==> src/rtl/lpa_pkg.sv <==
`timescale 1ns / 1ps
// Package for the local port allocator: word types, status codes,
// register indexes and reset values. No dependencies.
package lpa_pkg;

  localparam int unsigned PortW  = 16;
  localparam int unsigned CountW = 10;
  localparam logic [CountW-1:0] CountMax = 10'd1023;

  localparam logic [1:0] StOk        = 2'd0;
  localparam logic [1:0] StTaken     = 2'd1;
  localparam logic [1:0] StNoFree    = 2'd2;
  localparam logic [1:0] StNotBound  = 2'd3;

  localparam logic KindBind   = 1'b0;
  localparam logic KindUnbind = 1'b1;

  localparam logic [1:0] RegBase     = 2'd0;
  localparam logic [1:0] RegLimit    = 2'd1;
  localparam logic [1:0] RegInterval = 2'd2;

  localparam logic [15:0] BaseReset     = 16'h8000;
  localparam logic [15:0] LimitReset    = 16'hf000;
  localparam logic [3:0]  IntervalReset = 4'd10;

  typedef struct packed {
    logic              kind;
    logic [PortW-1:0]  port;
  } in_word_t;

  typedef struct packed {
    logic [1:0]        status;
    logic [PortW-1:0]  granted_port;
  } out_word_t;

  typedef struct packed {
    logic [15:0] base;
    logic [15:0] limit;
    logic [3:0]  interval;
  } cfg_t;

endpackage

==> src/rtl/lpa_regs.sv <==
`timescale 1ns / 1ps
// APB-style configuration registers of the local port allocator.
// Depends on lpa_pkg.
module lpa_regs
  import lpa_pkg::*;
(
  input  logic        clk_i,
  input  logic        rst_ni,
  input  logic        psel,
  input  logic        penable,
  input  logic        pwrite,
  input  logic [3:0]  paddr,
  input  logic [31:0] pwdata,
  output logic [31:0] prdata,
  output logic        pready,
  output cfg_t        cfg_o
);

  cfg_t cfg_q;
  logic wr;

  assign pready = 1'b1;
  assign wr     = psel & penable & pwrite;

  always_ff @(posedge clk_i or negedge rst_ni) begin
    if (!rst_ni) begin
      cfg_q.base     <= BaseReset;
      cfg_q.limit    <= LimitReset;
      cfg_q.interval <= IntervalReset;
    end else if (wr) begin
      unique case (paddr[3:2])
        RegBase:     cfg_q.base     <= pwdata[15:0];
        RegLimit:    cfg_q.limit    <= pwdata[15:0];
        RegInterval: cfg_q.interval <= pwdata[3:0];
        default: ;
      endcase
    end
  end

  always_comb begin
    unique case (paddr[3:2])
      RegBase:     prdata = {16'd0, cfg_q.base};
      RegLimit:    prdata = {16'd0, cfg_q.limit};
      RegInterval: prdata = {28'd0, cfg_q.interval};
      default:     prdata = 32'd0;
    endcase
  end

  assign cfg_o = cfg_q;

endmodule

==> config.mk <==
export PLATFORM = sky130hd
export DESIGN_NAME = lpa_regs
export DESIGN_NICKNAME = d
export VERILOG_FILES = /design/src/rtl/lpa_pkg.sv /design/src/rtl/lpa_regs.sv
export SDC_FILE = /design/constraint.sdc
export NUM_CORES = 1
export LEC_CHECK = 0
export BUFFER_PORTS_ARGS = -buffer_cell sky130_fd_sc_hd__buf_4
export CORE_UTILIZATION = 46
export CTS_CLUSTER_DIAMETER = 50
export CTS_CLUSTER_SIZE = 8
export DETAILED_ROUTE_END_ITERATION = 8
export GPL_TIMING_DRIVEN = 0
export PLACE_DENSITY = 0.83
export SLEW_MARGIN = 10
export SYNTH_ARGS = -nofsm -noshare
export SYNTH_HDL_FRONTEND = slang
export SYNTH_SLANG_ARGS = --single-unit
==> constraint.sdc <==
create_clock -name clk_i -period 2 [get_ports clk_i]
set_clock_uncertainty 0.05 [all_clocks]
set_input_delay 0.1 -clock clk_i [delete_from_list [all_inputs] [get_ports clk_i]]
set_output_delay 0.1 -clock clk_i [all_outputs]
set_load 0.05 [all_outputs]
Yosys cells after proc, flatten, opt, wreduce, memory -nomap -nowiden
Cells that the tools add are included.
{"block": "op_classes", "eq_ne": 2, "muxes": 1, "bitwise": 2, "reduce_logical": 4}
{"op": "case mux 16 bit (3 select lines)", "count": 1}
{"op": "AND reduction 2 bit", "count": 3}
{"op": "AND 1 bit", "count": 2}
{"op": "== test 2 x 1 -> 1 bit (second input constant)", "count": 1}
{"op": "== test 2 bit (second input constant)", "count": 1}
{"op": "logical NOT 2 bit", "count": 1}
{"block": "totals", "ff_bits": 36, "input_bits": 41, "output_inout_bits": 69, "word_cells": 12}

Logic depth before layout (Yosys ltp)
Gate-level depths: netlist of the first run.
{"block": "logic_depth", "word_depth": 3, "ltp_mapped": 5, "ltp_nobuf": 3}

Worst setup path after synthesis of the first run
Ideal clock, no wire load.
{"block": "synth_timing", "path_kind": "register to output", "start": "register cfg_q, in the netlist cfg_o[4]", "end": "output prdata[0]", "t_arrival_ns": 1.857, "required_ns": 1.850, "setup_slack_ns": -0.007, "path_stages_with_launch": 3, "path_buffers": 0, "cell_sequence": "dfrtp_1 > mux2i_1 > o21ai_0"}
{"block": "synth_via", "elab_chain_len": 1}
{"item": "start: declaration", "line": "lpa_regs.sv:19", "source": "cfg_t cfg_q;"}
{"item": "case mux 16 bit (3 select lines)", "line": "lpa_regs.sv:41", "source": "unique case (paddr[3:2])"}
{"item": "end: declaration", "line": "lpa_regs.sv:14", "source": "output logic [31:0] prdata,"}
Every way passes these cells.

Final worst setup path of the first run
{"block": "layout_timing", "start": "input paddr[3]", "end": "register cfg_q, in the netlist cfg_o[23]"}
{"block": "layout_via", "elab_chain_len": 2}
{"item": "start: declaration", "line": "lpa_regs.sv:12", "source": "input logic [3:0] paddr,"}
{"item": "logical NOT 2 bit", "line": "lpa_regs.sv:31", "source": "unique case (paddr[3:2])"}
{"item": "AND reduction 2 bit (no line)"}
Every way passes these cells.
A chain may end at the register's enable or synchronous reset.

==> results.sh, run 1 <==
export IMPL_clock_fmax_ghz=0.687
export IMPL_worstSetupStartpoint="paddr[3]"
export IMPL_pin_count=110
export IMPL_drt_total_wl_mm=4.05
export IMPL_outcome="complete, no violations"
export IMPL_post_dp_cell_area_mm2=0.00250
export IMPL_grt_max_degree=37
export IMPL_power_frac_comb=0.509
export IMPL_cts_resized=0
export IMPL_internal_power_mw=1.75
export IMPL_timing_setup_tns_ps=0
export IMPL_r2r_start="cfg_o[30]"
export IMPL_synth_top_cell_area_share=0.396
export IMPL_worst_pin_slew_ps=608
export IMPL_grt_use_met3=0.0863
export IMPL_vias_per_cell=4.63
export IMPL_yosysWarnings=0
export IMPL_globalplace_congestion=0.704
export IMPL_setup_viol=0
export IMPL_htreeDepth=2
export IMPL_drcViolationCount=0
export IMPL_rows=22
export IMPL_path_buf_inv=3
export IMPL_dpl_cell_count=276
export IMPL_dp_hpwl_mm=2.91
export IMPL_min_period_ps=1460
export IMPL_p_sw_mw=1.48
export IMPL_post_route_util=0.725
export IMPL_path_clk_slew_ps=70
export IMPL_clk_latency_ps=280
export IMPL_max_stage_delay_ps=520
export IMPL_post_cts_buffers=0
export IMPL_synth_seq_cells=36
export IMPL_fin_area_mm2=0.00271
export IMPL_wl_per_cell_um=13.7
export IMPL_seqPwrFrac=0.328
export IMPL_cp_end_kind="register"
export IMPL_path_common_cell="buf_4"
export IMPL_met2_usage=0.337
export IMPL_synth_area_leaders="dfrtp_1 (40%), mux2_2 (16%), dfstp_2 (10%)"
export IMPL_finalWorstSetupSlack_ps=544
export IMPL_numClockSinks=36
export IMPL_place_ws_ps=215
export IMPL_hp_start="pwdata[7]"
export IMPL_r2r_end="cfg_o[30]"
export IMPL_slew_viol_final=0
export IMPL_grt_met1_usage=0.241
export IMPL_cts_tree="built"
export IMPL_seq_area_frac_synth=0.497
export IMPL_dieWidth_um=65.1
export IMPL_holdWs_ps=8.75
export IMPL_crit_family="buffers and inverters"
export IMPL_chipHeight_um=65.1
export IMPL_synth_largest_area_cell="dfrtp_1"
export IMPL_critical_path_cell_chain="buf_4, buf_2, nor3_2, buf_4, mux2_2"
export IMPL_drtPass1Iterations=4
export IMPL_clockPowerShare=0.163
export IMPL_initial_core_util=0.489
export IMPL_nFillCells=279
export IMPL_vdd_drop_max_mv=0.793
export IMPL_clk_root_buffer_cell="clkbuf_8"
export IMPL_power_leakage_nw=1.41
export IMPL_final_cell_mix="buf_4 (93), dfrtp_1 (29), mux2_2 (26)"
export IMPL_crit_required_ps=2120
export IMPL_hp_class="in2reg"
export IMPL_synth_area_mm2=0.00183
export IMPL_sw_frac_of_total=0.457
export IMPL_r2r_cells=1
export IMPL_hold_viol=0
export IMPL_diodes=0
export IMPL_crit_type="in2reg"
export IMPL_die_area_mm2=0.00424
export IMPL_crit_cells=5
export IMPL_power_mw=3.23
export IMPL_io_buffers=74
export IMPL_r2r_setup_slack_ps=1160
export IMPL_synthCells=139
export IMPL_grt_pass1_vias=1354
export IMPL_mostFrequentLayoutCell="buf_4"
export IMPL_grt_pass1_wl_mm=6.41
export IMPL_largest_reg_flops=36
export IMPL_grt_busiest_layer="met2"
export IMPL_clockBufferDepth=2
export IMPL_cp_start_kind="input port"
export IMPL_area_delta_synth_final_pct=48.2
export IMPL_final_nets=288
export IMPL_core_area_mm2=0.00374
export IMPL_antenna_found_initial=0
export IMPL_fin_crit_sh=0.728
export IMPL_layout_drive_gt1_share=0.597
export IMPL_ant_nets=0
export IMPL_powerDensity_mw_per_mm2=1190
export IMPL_drt_initial_drc_count=39
export IMPL_arrival_ps=1580
export IMPL_slew_headroom=0.593
export IMPL_track_usage=0.206
export IMPL_worst_path_max_delay_cell="nor3_2"
export IMPL_vias=1370
export IMPL_grt_ovfl_total=0
export IMPL_crit_path_end="cfg_o[23]"
export IMPL_synthDistinctLibCells=19
export IMPL_grt_setup_unrepaired="no"
export IMPL_cts_made_buffers=5
export IMPL_crit_fanout=10
export IMPL_instances_no_fill=296
export IMPL_postSynthAreaPerCell_um2=13.2
export IMPL_maxCapViolCount=0
power by group through the flow:
stage	logic [mW]	clock network (mW)	registers (mW)
6_report	1.65	0.526	1.06
4_1_cts	1.65	0.539	1.06
3_3_place_gp	1.61	0	1.07
2_1_floorplan	0.562	0	1.66
5_1_grt	1.71	0.577	1.09
3_5_place_dp	1.63	0	1.07
logic make-up (layout without fill, tap and decap cells):
kind of cell / count (synthesis) / in the layout / synth area share
multiplexers: 52 / 52 / 0.329
flip-flops: 36 / 36 / 0.497
buffers and inverters: 24 / 118 / 0.103
AND/OR/NAND/NOR: 21 / 21 / 0.0561
AO/OA/AOI/OAI: 4 / 4 / 0.0109
other: 2 / 17 / 0.00410
area by class of cell:
type                       instances  area [µm²]  area share
multi-input combinational         94         790       0.291
clock buffer                       8        90.1      0.0332
buffer                            24         188      0.0692
tap                               48        60.1      0.0221
timing repair buffer              86         676       0.249
sequential                        36         910       0.335
routing by layer:
metal	up-vias	routed length [µm]
met1	644	1650
met4	0	68
li1	653	-
met2	65	1960
met3	8	364
met5	-	0
cell usage after synthesis:
cell,instances
buf_4,19
clkbuf_1,1
nor2_1,12
dfstp_2,7
mux2_4,10
nand2_1,4
nor3_2,1
conb_1,2
dfrtp_1,29
mux2_2,26
or3b_1,1
buf_12,1
mux2i_1,16
buf_2,2
buf_6,1
nor3b_1,1
nor2b_1,1
o21ai_0,4
nand3_2,1
how the worst min path moves through the flow:
stage | to | slack [ps] | depth (start not counted)
2_1_floorplan | cfg_o[0] | -250 | 0
3_3_place_gp | cfg_o[20] | 30 | 1
3_5_place_dp | cfg_o[4] | 40 | 1
4_1_cts | cfg_o[11] | 2 | 2
5_1_grt | cfg_o[11] | 6 | 2
6_report | cfg_o[11] | 9 | 2
repair_timing:
action,CTS,global route
endpoints found under the hold margin,39,2
hold buffers,10,2
endpoints found under the setup margin,0,0
Power figures use the tool's default switching activity.
==> run 2: changes to the inputs <==
--- a/config.mk
+++ b/config.mk
@@ -5,13 +5,14 @@
 export SDC_FILE = /design/constraint.sdc
 export NUM_CORES = 1
 export LEC_CHECK = 0
+export ABC_AREA = 1
 export BUFFER_PORTS_ARGS = -buffer_cell sky130_fd_sc_hd__buf_4
-export CORE_UTILIZATION = 46
+export CORE_UTILIZATION = 39
 export CTS_CLUSTER_DIAMETER = 50
 export CTS_CLUSTER_SIZE = 8
 export DETAILED_ROUTE_END_ITERATION = 8
 export GPL_TIMING_DRIVEN = 0
-export PLACE_DENSITY = 0.83
+export PLACE_DENSITY = 0.75
 export SLEW_MARGIN = 10
 export SYNTH_ARGS = -nofsm -noshare
 export SYNTH_HDL_FRONTEND = slang
==> constraint.sdc (replaced) <==
create_clock -name clk_i -period 1.3 [get_ports clk_i]
set_clock_uncertainty 0.05 [all_clocks]
set_input_delay 0.065 -clock clk_i [delete_from_list [all_inputs] [get_ports clk_i]]
set_output_delay 0.065 -clock clk_i [all_outputs]
set_load 0.05 [all_outputs]
==> run 2 against run 1 <==
Non-clock buffer count increased by 4. Largest cell class is now buffers. Synthesized area decreased by 0.55%. Critical path type is now reg2out. Core utilization decreased by 9.1 points. Combinational power increased by 32%. Register-to-register slack got worse by 650 ps. Critical path depth decreased by 2. Worst hold slack improved by 130 ps. Clock-buffer cell count decreased by 1. Largest power group unchanged. Routed wire length increased by 19%.
==> results.sh, run 2 <==
export IMPL_outcome="complete, no violations"
export IMPL_finalWorstSetupSlack_ps=52.4
export IMPL_synth_top_cell_area_share=0.399
export IMPL_dpl_cell_count=380
export IMPL_instances_no_fill=405
export IMPL_area_delta_synth_final_pct=53.6
export IMPL_vias_per_cell=4.45
export IMPL_rows=24
export IMPL_maxCapViolCount=0
export IMPL_grt_pass1_wl_mm=7.85
export IMPL_postSynthAreaPerCell_um2=7.62
export IMPL_synth_area_mm2=0.00182
export IMPL_slew_viol_final=0
export IMPL_synth_seq_cells=36
export IMPL_crit_required_ps=1190
export IMPL_chipHeight_um=70.3
export IMPL_hp_class="in2reg"
export IMPL_synth_area_leaders="dfrtp_1 (40%), nand2_1 (33%), dfstp_2 (10%)"
export IMPL_wl_per_cell_um=11.9
export IMPL_arrival_ps=1130
export IMPL_clock_fmax_ghz=0.802
export IMPL_fin_area_mm2=0.00280
export IMPL_synthArstFlopShare=1.00
export IMPL_hold_viol=0
export IMPL_synth_edf_count=0
export IMPL_synth_largest_area_cell="dfrtp_1"
export IMPL_place_ws_ps=82.3
export IMPL_powerDensity_mw_per_mm2=1630
export IMPL_holdWs_ps=140
export IMPL_drt_total_wl_mm=4.81
export IMPL_grt_pass1_vias=1644
export IMPL_io_buffers=74
export IMPL_drcViolationCount=0
export IMPL_power_mw=4.57
export IMPL_synth_ff_type="dfrtp_1"
export IMPL_largest_reg_flops=36
export IMPL_vias=1802
export IMPL_synth_most_common_cell="nand2_1"
export IMPL_clk_latency_ps=270
export IMPL_dp_hpwl_mm=3.36
export IMPL_clk_root_buffer_cell="clkbuf_8"
export IMPL_final_cell_mix="nand2_1 (158), buf_4 (87), dfrtp_1 (29)"
export IMPL_grt_max_degree=37
export IMPL_core_area_mm2=0.00441
export IMPL_cts_tree="built"
export IMPL_drtPass1Iterations=4
export IMPL_post_cts_buffers=0
export IMPL_synthTopCellsByCount="nand2_1 (160), dfrtp_1 (29), buf_4 (18), dfstp_2 (7)"
export IMPL_cp_start_kind="register"
export IMPL_clockBufferDepth=2
export IMPL_critical_path_cell_chain="nand2_2, nand3_2, buf_8"
export IMPL_cts_made_buffers=5
export IMPL_dieWidth_um=70.3
export IMPL_seq_area_frac_synth=0.500
export IMPL_crit_fanout=3
export IMPL_vdd_drop_max_mv=1.03
export IMPL_synthDistinctLibCells=16
export IMPL_die_area_mm2=0.00494
export IMPL_path_clk_slew_ps=70
export IMPL_crit_type="reg2out"
export IMPL_initial_core_util=0.412
export IMPL_numClockSinks=36
export IMPL_ant_nets=0
export IMPL_yosysWarnings=0
export IMPL_grt_setup_unrepaired="yes"
export IMPL_power_leakage_nw=1.61
export IMPL_final_nets=393
export IMPL_diodes=0
export IMPL_antenna_found_initial=0
export IMPL_post_route_util=0.634
export IMPL_min_period_ps=1250
export IMPL_mostFrequentLayoutCell="nand2_1"
export IMPL_fin_crit_sh=0.960
export IMPL_path_buf_inv=1
export IMPL_pin_count=110
export IMPL_htreeDepth=2
export IMPL_grt_ovfl_total=0
export IMPL_layout_drive_gt1_share=0.351
export IMPL_setup_viol=0
export IMPL_globalplace_congestion=0.818
export IMPL_crit_family="flip-flops"
export IMPL_timing_setup_tns_ps=0
export IMPL_post_dp_cell_area_mm2=0.00250
export IMPL_synthCells=239
export IMPL_drt_initial_drc_count=52
export IMPL_worst_path_max_delay_cell="dfstp_2"
export IMPL_max_stage_delay_ps=550
export IMPL_cp_end_kind="output port"
export IMPL_track_usage=0.203
[run 2: cell types whose count changed after synthesis, moves of 2 or more]
cell | before | now
nand2_1 | 4 | 160
buf_6 | 1 | 3
inv_1 | 0 | 3
nor2_4 | 0 | 4
nand3_1 | 0 | 4
mux2_2 | 26 | 0
o21ai_0 | 4 | 0
mux2i_1 | 16 | 0
mux2_4 | 10 | 0
nor2_1 | 12 | 1
nand2_2 | 0 | 2
[run 2: repair_timing]
action	4_1_cts	5_1_grt
endpoints found under the hold margin	65	0
endpoints found under the setup margin	0	7
hold buffers	17	0
resized for setup	0	10
[run 2: worst reg2reg max path, delay by kind of cell, from the launching register on]
family        cells  cell delay, ps
flops             1             580
simple gates      2             110
[run 2: cell type report]
type	count	area (µm²)
clock buffers	7	86.3
fillers	412	1620
inverters	5	21.3
well taps	52	65.1
multi-input cells	190	777
repair buffers	91	748
plain buffers	23	181
clock inverters	1	7.51
flip-flops and latches	36	910
[run 2: report_power, final]
part           internal [mW]  total [mW]  switching, mW
Sequential              1.38        1.58          0.195
Clock                  0.431       0.816          0.386
Combinational          0.634        2.17           1.54
Total                   2.45        4.57           2.12
[run 2: worst paths after layout]
kind                           start        end  slack (ps)  cells after the start
max                         cfg_o[3]  prdata[3]          50                      3
min                         paddr[3]   cfg_o[1]         140                      5
max reg2reg                cfg_o[17]  cfg_o[17]         510                      2
min reg2reg                cfg_o[35]  cfg_o[35]         430                      2
max in group asynchronous     rst_ni  cfg_o[17]         580                      2
min in group asynchronous     rst_ni  cfg_o[21]         260                      2
[run 2: cell families after synthesis]
kind of cell / synth area share
AND/OR/NAND/NOR: 0.386
buffers and inverters: 0.110
other: 0.00413
flip-flops: 0.500
[run 2: routing by layer]
metal	vias up	share of wire	wire (µm)	global-route usage
li1	908	-	-	-
met3	6	0.058	281	0.0361
met1	820	0.42	2040	0.266
met2	68	0.50	2410	0.333
met5	-	0	0	0
met4	0	0.017	80	0.0756
==> run 3: changes to the inputs <==
--- a/config.mk
+++ b/config.mk
@@ -5,7 +5,7 @@
 export SDC_FILE = /design/constraint.sdc
 export NUM_CORES = 1
 export LEC_CHECK = 0
-export ABC_AREA = 1
+export ABC_AREA = 0
 export BUFFER_PORTS_ARGS = -buffer_cell sky130_fd_sc_hd__buf_4
 export CORE_UTILIZATION = 39
 export CTS_CLUSTER_DIAMETER = 50
==> run 3 against run 2 <==
Combinational power increased by 30%. Critical endpoint is now prdata[14]. Register-to-register slack worse by 170 ps. Largest cell class unchanged. Sequential power increased by 4%. Sequential cell count unchanged. Die area rose by 0.54%. Global-route usage fell by 1.4 points. The run now ends with DRC, setup timing left. Worst hold slack improved by 88 ps. First-iteration DRC count up 12%. Via count shrank 20%.
==> results.sh, run 3 (synthesized netlist as in run 1, its figures left out) <==
export IMPL_clock_fmax_ghz=0.767
export IMPL_crit_fanout=3
export IMPL_initial_core_util=0.412
export IMPL_mostFrequentLayoutCell="buf_4"
export IMPL_numClockSinks=36
export IMPL_finalWorstSetupSlack_ps=-2.98
export IMPL_grt_pass1_wl_mm=7.25
export IMPL_r2r_cells=2
export IMPL_chipHeight_um=70.5
export IMPL_drcViolationCount=20
export IMPL_cts_made_buffers=5
export IMPL_crit_cells=3
export IMPL_slew_viol_final=0
export IMPL_clk_root_buffer_cell="clkbuf_8"
export IMPL_dpl_cell_count=280
export IMPL_maxCapViolCount=0
export IMPL_hold_viol=0
export IMPL_place_ws_ps=-390
export IMPL_arrival_ps=1190
export IMPL_cp_end_kind="output port"
export IMPL_antenna_found_initial=0
export IMPL_ant_nets=0
export IMPL_globalplace_congestion=0.685
export IMPL_grt_setup_unrepaired="yes"
export IMPL_fin_crit_sh=1.00
export IMPL_violations="DRC, setup timing"
export IMPL_path_buf_inv=1
export IMPL_critical_path_cell_chain="mux2i_2, nor2_4, buf_6"
export IMPL_post_dp_cell_area_mm2=0.00261
export IMPL_drt_initial_drc_count=58
export IMPL_htreeDepth=2
export IMPL_clk_latency_ps=280
export IMPL_max_stage_delay_ps=560
export IMPL_grt_max_degree=37
export IMPL_vias=1447
export IMPL_grt_pass1_vias=1455
export IMPL_slew_headroom=0.589
export IMPL_post_route_util=0.682
export IMPL_hp_class="in2async"
export IMPL_final_cell_mix="buf_4 (96), dfrtp_1 (29), mux2_2 (26)"
export IMPL_crit_required_ps=1190
export IMPL_grt_ovfl_total=0
export IMPL_core_area_mm2=0.00444
export IMPL_worst_path_max_delay_cell="dfstp_2"
export IMPL_crit_family="flip-flops"
export IMPL_layout_drive_gt1_share=0.711
export IMPL_setup_viol=1
export IMPL_power_leakage_nw=1.51
export IMPL_powerDensity_mw_per_mm2=1740
export IMPL_clockBufferDepth=2
export IMPL_rows=24
export IMPL_min_period_ps=1300
export IMPL_cp_start_kind="register"
export IMPL_fin_area_mm2=0.00303
export IMPL_outcome="complete, but fails checks"
export IMPL_dp_hpwl_mm=2.92
export IMPL_instances_no_fill=315
export IMPL_crit_type="reg2out"
export IMPL_final_nets=303
export IMPL_largest_reg_flops=36
export IMPL_drt_total_wl_mm=4.49
export IMPL_pin_count=110
export IMPL_worst_pin_slew_ps=615
export IMPL_path_clk_slew_ps=70
export IMPL_track_usage=0.189
export IMPL_vias_per_cell=4.59
export IMPL_die_area_mm2=0.00497
export IMPL_drtPass1Iterations=6
export IMPL_dieWidth_um=70.5
export IMPL_io_buffers=74
export IMPL_vdd_drop_max_mv=1.35
export IMPL_area_delta_synth_final_pct=65.6
export IMPL_diodes=0
export IMPL_cts_tree="built"
export IMPL_wl_per_cell_um=14.3
==> run 3: area by class of cell <==
type / count / area (µm²)
tap: 52 / 65.1
clock inverter: 2 / 10.0
timing repair buffer: 101 / 835
buffer: 24 / 198
multi-input combinational: 94 / 932
fill: 344 / 1410
clock buffer: 6 / 82.6
sequential: 36 / 910
==> run 3: final timing paths <==
check                      startpoint  slack (ps)         end
setup / recovery            cfg_o[18]          -3  prdata[14]
hold / removal                 rst_ni         230   cfg_o[32]
setup reg to reg            cfg_o[30]         340   cfg_o[30]
hold reg to reg              cfg_o[0]         490    cfg_o[0]
max in group asynchronous      rst_ni         610    cfg_o[3]
min in group clk_i           paddr[3]         240    cfg_o[8]
==> run 3: power by group <==
group | total, mW | switching, mW | internal (mW)
sequential | 1.65 | 0.231 | 1.42
combinational | 2.82 | 1.80 | 1.02
clock | 0.806 | 0.384 | 0.422
total | 5.27 | 2.41 | 2.86
==> run 3: what timing repair did <==
action | 4_1_cts | 5_1_grt
setup buffers | 2 | 8
pin swaps | 0 | 1
gates resized for setup | 15 | 9
endpoints found under the setup margin | 27 | 20
endpoints found under the hold margin | 65 | 0
cloned | 0 | 0
hold buffers | 17 | 0
==> run 3: routing by layer <==
| metal | global-route usage | up-vias | wire [µm] | part of all wire |
|---|---|---|---|---|
| met1 | 0.235 | 675 | 1940 | 0.43 |
| li1 | - | 689 | - | - |
| met3 | 0.0592 | 6 | 390 | 0.087 |
| met2 | 0.320 | 77 | 2110 | 0.47 |
| met4 | 0.0476 | 0 | 46 | 0.010 |
| met5 | 0 | - | 0 | 0 |
==> run 3: per-stage QoR <==
step                setup TNS [ps]  power [mW]  hold slack [ps]
global route                 -96.1        5.48              255
CTS                              0        5.19              243
floorplan                     -479        3.51             -281
global placement             -9260        4.21            0.746
finish                       -2.98        5.27              229
detailed placement           -9830        4.24          -0.0213
